===== src/design/rar_pkg.sv =====
// ----------------------------------------------------------------------------
// rar_pkg: shared types for the rational add/multiply/reduce block
// Handshake structs between the sequencer and the shared divider.
// ----------------------------------------------------------------------------
package rar_pkg;

   // divider command
   typedef struct packed {
      logic start;   // latch operands and begin
   } div_ctrl_type;

   // divider status
   typedef struct packed {
      logic done;    // one-cycle pulse, results valid from here on
   } div_stat_type;

endpackage


===== src/design/rar_div.sv =====
// ----------------------------------------------------------------------------
// rar_div: iterative unsigned divider
// Restoring division, one quotient bit per cycle.
// ----------------------------------------------------------------------------
module rar_div #(
   parameter int WIDTH = 32
) (
   input  logic                 clock,
   input  logic                 reset,
   input  rar_pkg::div_ctrl_type ctrl,
   input  logic [WIDTH-1:0]     dividend,
   input  logic [WIDTH-1:0]     divisor,
   output rar_pkg::div_stat_type stat,
   output logic [WIDTH-1:0]     quotient,
   output logic [WIDTH-1:0]     remainder
);

   localparam int CW = $clog2(WIDTH + 1);

   logic [CW-1:0]    count_ff, count_in;
   logic             busy_ff, busy_in;
   logic             done_ff, done_in;
   logic [WIDTH-1:0] rem_ff, rem_in;
   logic [WIDTH-1:0] quo_ff, quo_in;
   logic [WIDTH-1:0] dsr_ff, dsr_in;

   logic [WIDTH:0]   shifted;
   logic [WIDTH+1:0] diff;

   assign shifted = {rem_ff, quo_ff[WIDTH-1]};
   assign diff    = {1'b0, shifted} - {2'b00, dsr_ff};

   always_comb begin
      count_in = count_ff;
      busy_in  = busy_ff;
      done_in  = 1'b0;
      rem_in   = rem_ff;
      quo_in   = quo_ff;
      dsr_in   = dsr_ff;
      if (ctrl.start) begin
         count_in = CW'(WIDTH);
         busy_in  = 1'b1;
         rem_in   = '0;
         quo_in   = dividend;
         dsr_in   = divisor;
      end else if (busy_ff) begin
         // trial subtract; keep it when no borrow
         if (!diff[WIDTH+1]) begin
            rem_in = diff[WIDTH-1:0];
            quo_in = {quo_ff[WIDTH-2:0], 1'b1};
         end else begin
            rem_in = shifted[WIDTH-1:0];
            quo_in = {quo_ff[WIDTH-2:0], 1'b0};
         end
         count_in = count_ff - CW'(1);
         if (count_ff == CW'(1)) begin
            busy_in = 1'b0;
            done_in = 1'b1;
         end
      end
   end

   always_ff @(posedge clock) begin
      if (reset) begin
         busy_ff  <= 1'b0;
         done_ff  <= 1'b0;
         count_ff <= '0;
      end else begin
         busy_ff  <= busy_in;
         done_ff  <= done_in;
         count_ff <= count_in;
      end
      rem_ff <= rem_in;
      quo_ff <= quo_in;
      dsr_ff <= dsr_in;
   end

   assign stat.done = done_ff;
   assign quotient  = quo_ff;
   assign remainder = rem_ff;

endmodule


===== src/design/rational_add_multiply_reduce.sv =====
// ----------------------------------------------------------------------------
// rational_add_multiply_reduce: signed fraction add/multiply with gcd reduce
// Sequenced datapath around one multiplier and one shared iterative divider.
// ----------------------------------------------------------------------------
// The block takes one request of two signed fractions and a mode bit (0 add,
// 1 multiply) and returns one reduced fraction. A zero denominator turns its
// operand into 0/1. The raw result is reduced by a divisor g from Euclid's
// loop with truncated remainders, so g may be negative and flip both signs.
// One request is worked at a time; req_ready is high only while idle. The
// divider width is M = 2*OPERAND_WIDTH. A request first forms its products
// in the multiplier states, then every Euclid remainder and both final
// quotients go through the shared divider, which retires one quotient bit
// per cycle. The result is held in num/den and shown on the rsp_ outputs
// until rsp_ready takes it.
module rational_add_multiply_reduce #(
   parameter int OPERAND_WIDTH = 16
) (
   input  logic                              clock,
   input  logic                              reset,
   input  logic                              req_valid,
   output logic                              req_ready,
   input  logic                              req_mode,
   input  logic signed [OPERAND_WIDTH-1:0]   req_a_num,
   input  logic signed [OPERAND_WIDTH-1:0]   req_a_den,
   input  logic signed [OPERAND_WIDTH-1:0]   req_b_num,
   input  logic signed [OPERAND_WIDTH-1:0]   req_b_den,
   output logic                              rsp_valid,
   input  logic                              rsp_ready,
   output logic signed [2*OPERAND_WIDTH:0]   rsp_res_num,
   output logic signed [2*OPERAND_WIDTH-1:0] rsp_res_den
);

   localparam int OW = OPERAND_WIDTH;
   localparam int PW = 2 * OW;       // product width
   localparam int NW = 2 * OW + 1;   // numerator / working width
   localparam int MW = 2 * OW;       // magnitude width into the divider

   // sequencer states
   localparam logic [3:0] S_IDLE    = 4'd0;
   localparam logic [3:0] S_MUL_N1  = 4'd1;
   localparam logic [3:0] S_MUL_N2  = 4'd2;
   localparam logic [3:0] S_MUL_D   = 4'd3;
   localparam logic [3:0] S_GCD_GO  = 4'd4;
   localparam logic [3:0] S_GCD_WT  = 4'd5;
   localparam logic [3:0] S_QN_GO   = 4'd6;
   localparam logic [3:0] S_QN_WT   = 4'd7;
   localparam logic [3:0] S_QD_GO   = 4'd8;
   localparam logic [3:0] S_QD_WT   = 4'd9;
   localparam logic [3:0] S_DONE    = 4'd10;

   logic [3:0] state_ff, state_in;

   // latched operands
   logic                 mode_ff, mode_in;
   logic signed [OW-1:0] an_ff, an_in, ad_ff, ad_in, bn_ff, bn_in, bd_ff, bd_in;

   // working registers: num/den, then Euclid pair x/y (g ends in x)
   logic signed [NW-1:0] num_ff, num_in, den_ff, den_in;
   logic signed [NW-1:0] x_ff, x_in, y_ff, y_in;

   // shared multiplier
   logic signed [OW-1:0] mul_a, mul_b;
   logic signed [PW-1:0] prod;
   logic signed [NW-1:0] prod_ext;

   // shared divider
   rar_pkg::div_ctrl_type div_ctrl;
   rar_pkg::div_stat_type div_stat;
   logic [MW-1:0] div_dividend, div_divisor, div_quo, div_rem;

   logic [MW-1:0] x_mag, y_mag, num_mag, den_mag;
   logic signed [NW-1:0] rem_signed, quo_num, quo_den;

   logic req_fire;

   assign req_ready = (state_ff == S_IDLE);
   assign req_fire  = req_valid && req_ready;

   always_comb begin
      mul_a = an_ff;
      mul_b = bd_ff;
      case (state_ff)
         S_MUL_N1: begin
            mul_a = an_ff;
            mul_b = mode_ff ? bn_ff : bd_ff;
         end
         S_MUL_N2: begin
            mul_a = bn_ff;
            mul_b = ad_ff;
         end
         S_MUL_D: begin
            mul_a = ad_ff;
            mul_b = bd_ff;
         end
         default: begin
            mul_a = an_ff;
            mul_b = bd_ff;
         end
      endcase
   end

   assign prod     = mul_a * mul_b;
   assign prod_ext = {prod[PW-1], prod};

   // magnitudes; every value here stays within 2^(M-1)
   assign x_mag   = x_ff[NW-1]   ? MW'(-x_ff)   : MW'(x_ff);
   assign y_mag   = y_ff[NW-1]   ? MW'(-y_ff)   : MW'(y_ff);
   assign num_mag = num_ff[NW-1] ? MW'(-num_ff) : MW'(num_ff);
   assign den_mag = den_ff[NW-1] ? MW'(-den_ff) : MW'(den_ff);

   // truncated remainder takes the dividend's sign
   assign rem_signed = x_ff[NW-1] ? -$signed({1'b0, div_rem}) : $signed({1'b0, div_rem});
   // truncated quotient sign is the xor of the operand signs
   assign quo_num = (num_ff[NW-1] ^ x_ff[NW-1]) ? -$signed({1'b0, div_quo})
                                               : $signed({1'b0, div_quo});
   assign quo_den = (den_ff[NW-1] ^ x_ff[NW-1]) ? -$signed({1'b0, div_quo})
                                               : $signed({1'b0, div_quo});

   always_comb begin
      div_ctrl.start = 1'b0;
      div_dividend   = x_mag;
      div_divisor    = y_mag;
      case (state_ff)
         S_GCD_GO: begin
            div_ctrl.start = 1'b1;
            div_dividend   = x_mag;
            div_divisor    = y_mag;
         end
         S_QN_GO: begin
            div_ctrl.start = 1'b1;
            div_dividend   = num_mag;
            div_divisor    = x_mag;
         end
         S_QD_GO: begin
            div_ctrl.start = 1'b1;
            div_dividend   = den_mag;
            div_divisor    = x_mag;
         end
         default: begin
            div_ctrl.start = 1'b0;
            div_dividend   = x_mag;
            div_divisor    = y_mag;
         end
      endcase
   end

   rar_div #(
      .WIDTH (MW)
   ) u_div (
      .clock     (clock),
      .reset     (reset),
      .ctrl      (div_ctrl),
      .dividend  (div_dividend),
      .divisor   (div_divisor),
      .stat      (div_stat),
      .quotient  (div_quo),
      .remainder (div_rem)
   );

   always_comb begin
      state_in = state_ff;
      mode_in  = mode_ff;
      an_in    = an_ff;
      ad_in    = ad_ff;
      bn_in    = bn_ff;
      bd_in    = bd_ff;
      num_in   = num_ff;
      den_in   = den_ff;
      x_in     = x_ff;
      y_in     = y_ff;
      case (state_ff)
         S_IDLE: begin
            if (req_fire) begin
               mode_in = req_mode;
               // zero denominator: operand becomes 0/1
               if (req_a_den == '0) begin
                  an_in = '0;
                  ad_in = OW'(1);
               end else begin
                  an_in = req_a_num;
                  ad_in = req_a_den;
               end
               if (req_b_den == '0) begin
                  bn_in = '0;
                  bd_in = OW'(1);
               end else begin
                  bn_in = req_b_num;
                  bd_in = req_b_den;
               end
               state_in = S_MUL_N1;
            end
         end
         S_MUL_N1: begin
            num_in   = prod_ext;
            state_in = mode_ff ? S_MUL_D : S_MUL_N2;
         end
         S_MUL_N2: begin
            den_in   = prod_ext;   // parked cross term
            state_in = S_MUL_D;
         end
         S_MUL_D: begin
            if (!mode_ff) begin
               num_in = num_ff + den_ff;
               x_in   = num_ff + den_ff;
            end else begin
               x_in   = num_ff;
            end
            den_in   = prod_ext;
            y_in     = prod_ext;
            state_in = S_GCD_GO;
         end
         S_GCD_GO: begin
            state_in = S_GCD_WT;
         end
         S_GCD_WT: begin
            if (div_stat.done) begin
               x_in     = y_ff;
               y_in     = rem_signed;
               state_in = (div_rem == '0) ? S_QN_GO : S_GCD_GO;
            end
         end
         S_QN_GO: begin
            state_in = S_QN_WT;
         end
         S_QN_WT: begin
            if (div_stat.done) begin
               num_in   = quo_num;
               state_in = S_QD_GO;
            end
         end
         S_QD_GO: begin
            state_in = S_QD_WT;
         end
         S_QD_WT: begin
            if (div_stat.done) begin
               den_in   = quo_den;
               state_in = S_DONE;
            end
         end
         S_DONE: begin
            if (rsp_ready) begin
               state_in = S_IDLE;
            end
         end
         default: begin
            state_in = S_IDLE;
         end
      endcase
   end

   always_ff @(posedge clock) begin
      if (reset) begin
         state_ff <= S_IDLE;
      end else begin
         state_ff <= state_in;
      end
      mode_ff <= mode_in;
      an_ff   <= an_in;
      ad_ff   <= ad_in;
      bn_ff   <= bn_in;
      bd_ff   <= bd_in;
      num_ff  <= num_in;
      den_ff  <= den_in;
      x_ff    <= x_in;
      y_ff    <= y_in;
   end

   // result held in num/den until taken
   assign rsp_valid   = (state_ff == S_DONE);
   assign rsp_res_num = num_ff;
   assign rsp_res_den = den_ff[PW-1:0];

endmodule

===== config.mk =====
export PLATFORM = sky130hd
export DESIGN_NAME = rational_add_multiply_reduce
export DESIGN_NICKNAME = d
export VERILOG_FILES = /design/src/design/rar_pkg.sv /design/src/design/rar_div.sv /design/src/design/rational_add_multiply_reduce.sv
export SDC_FILE = /design/constraint.sdc
export NUM_CORES = 2
export LEC_CHECK = 0
export BUFFER_PORTS_ARGS = -buffer_cell sky130_fd_sc_hd__buf_2
export CAP_MARGIN = 20
export CORE_UTILIZATION = 40
export DETAILED_ROUTE_END_ITERATION = 10
export PLACE_DENSITY_LB_ADDON = 0.08
export SETUP_SLACK_MARGIN = 0.3
export SLEW_MARGIN = 20
export SYNTH_ARGS = -nofsm -noshare
export SYNTH_HDL_FRONTEND = slang
export SYNTH_SLANG_ARGS = --single-unit

===== constraint.sdc =====
create_clock -name clock -period 9.7 [get_ports clock]
set_clock_uncertainty 0.2 [all_clocks]
set_input_delay 1.94 -clock clock [delete_from_list [all_inputs] [get_ports clock]]
set_output_delay 1.94 -clock clock [all_outputs]
set_load 0.1 [all_outputs]

==> results.cfg <==
[floorplanning]
ios = 136
rows = 102
initial_core_util = 0.4068
die_w_um = 283.6
core_um2 = 77980
die_h_um = 283.6
die-area_um2 = 80430

[synthesis]
synth_area_um2 = 31720
ys_async_sr_fraction = 0
netlist_instances = 3606
synth_warnings = 0
synth-main-ff-cell = edfxtp_1
synth_cell_types = 79
synth_edf_count = 261
ys_seq_area_frac = 0.2749
synth_seq_cells = 305
syn_nets = 4093
avgSynthCellArea_um2 = 8.797

[cts]
tritoncts = built
clk_pin_slew_worst_paths_ns = 0.06
clock_latency_ns = 0.60
cts_resized = 0
clockBufferDepth = 3
htree_num_levels = 2
cts_inserted_buffers = 41
post_cts_buffers = 0
root_buffer = clkbuf_16
holdBufCountCts = 0
cts_sinks = 305

[detailed_routing]
drt-wirelength-per-cell_um = 22.54
drc = 0
drtIter0Drc = 1998
wirelength_um = 105600
postRouteAntennaNets = 0
firstDrtPassIters = 5
viasPerCell = 5.602
vias = 26240

[critical_path]
required_ns = 9.77
path_max_fanout = 51
crit_path_top_delay_cell = a21oi_1
worst_ep_arrival_time_ns = 8.86
critPathLaunch = state_ff[1]
r2r_start = state_ff[1]
path_common_cell = fa_1
path_buf_inv = 5
start_kind = flip-flop
crit_type = flip-flop to flip-flop
endpoint_kind = flip-flop
reg2reg_setup_slack_ns = 0.91
crit_family = adder cells
cp_slowest_stage_delay_ns = 0.65

[global_routing]
grt_pass1_wl_um = 161900
grt.overflow.total = 0
antenna_found_initial = 0
grt_max_degree = 83
track_usage = 0.2615
grt_pass1_vias = 26610

[timing]
period_minus_slack_ns = 8.791
tns_ns = 0
slew_headroom = 0.3090
timing.hold.ws_ns = 0.2984
tightestPinTransition_ns = 1.035
report.final.slew_viol_count = 0
fin_crit_sh = 0.9063
timing.fmax_mhz = 113.7
hold_viol = 0
setup_viol = 0
rsz0062_at_grt = false

[layout]
final_area_um2 = 34600
nFillCells = 7718
area_growth_pct = 9.076
nets = 4098
n_antenna_cell = 0
final_common_cell = nand2_1
drive_gt1_frac = 0.08836
layout_common_cells = nand2_1, nor2_1, inv_1
fin_util = 0.4437

[placed_design]
gp_congestion = 0.9444
port-buffer-count = 135
dpl.hpwl_um = 83280
dpl-instance-area_um2 = 33220

[status]
status = complete, no violations

[flow_run]
maxCapViolations = 0

[worst_hold_path]
hold_class = flip-flop to flip-flop
min-delay-start = u_div.count_ff[0]
==> synth_stat cells, types with 30 or more instances <==
library cell | n | area, um^2
nor3_1 | 42 | 210.2
nand2_1 | 377 | 1415
ha_1 | 154 | 1927
clkbuf_1 | 181 | 679.4
o31ai_1 | 43 | 322.8
o21ai_0 | 218 | 1091
edfxtp_1 | 261 | 7838
a21oi_1 | 247 | 1236
inv_1 | 369 | 1385
buf_4 | 32 | 240.2
nand2b_1 | 33 | 206.5
mux2i_1 | 49 | 490.5
nor2_1 | 375 | 1408
nand3_1 | 32 | 160.2
xor2_1 | 148 | 1296
o22ai_1 | 32 | 200.2
xnor2_1 | 149 | 1305
nor4_1 | 30 | 187.7
a21o_1 | 49 | 367.9
fa_1 | 264 | 5285
and2_1 | 50 | 312.8
dfxtp_1 | 44 | 880.8
==> flip-flops by register name (all words and copies together) (netlist names), 4 cells and up <==
name and cells:
den_ff 33, rsp_res_num 33, x_ff 33, y_ff 33
u_div.dsr_ff 32, u_div.quotient 32, u_div.remainder 32, ad_ff 16
an_ff 16, bd_ff 16, bn_ff 16, u_div.count_ff 6
state_ff 4
==> per-layer routing <==
| layer | routed length [um] | global-route usage |
|---|---|---|
| met5 | 0 | 0 |
| met4 | 3477 | 0.08581 |
| met3 | 7226 | 0.03979 |
| met2 | 49910 | 0.4414 |
| met1 | 44960 | 0.3419 |
==> stage by stage <==
| step | setup WS, ns | std cells |
|---|---|---|
| finish | 0.9087 | 4684 |
| floorplan | 1.485 | 3606 |
| detailed placement | 0.6390 | 4608 |
| global placement | 0.7747 | 4608 |
| CTS | 0.6064 | 4684 |
| global route | 0.3118 | 4684 |
==> cell type report <==
cell class	count	area (um^2)	share of cell area
multi-input cells	2697	20710	0.5986
flip-flops and latches	305	8721	0.2521
inverters	371	1393	0.04025
well taps	1040	1301	0.03761
clock buffers	60	1200	0.03468
repair buffers	195	1126	0.03255
clock inverters	16	146.4	0.004231
==> path summary, 6_finish.rpt <==
kind                                          end  depth (start not counted)
worst max register to register         den_ff[20]                         25
worst min register to register  u_div.count_ff[0]                          2
worst max-delay path                   den_ff[20]                         25
worst min-delay path            u_div.count_ff[0]                          2
==> worst register-to-register path: cells and delay by family, from the launching register on <==
family                     cells  cell delay (ns)
AOI/OAI and AO/OA              7             1.90
xor gates and xnor gates       1             0.43
adders and majority gates      7             3.51
buffers and inverters          5             0.70
DFF                            1             0.50
and+or+nand+nor                5             1.22
==> kinds of logic (layout without fill, tap and decap cells) <==
group | count (synthesis) | count (layout) | synth area share
flops | 305 | 305 | 0.2749
buf+inv | 604 | 642 | 0.07530
compound gates | 839 | 839 | 0.1672
mux | 53 | 53 | 0.01688
xor+xnor | 297 | 297 | 0.08201
simple gates | 1090 | 1090 | 0.1564
fa+ha+maj | 418 | 418 | 0.2274
Power is not shown: default switching activity piles up to over one toggle a cycle in this logic, so the estimate is an artifact.
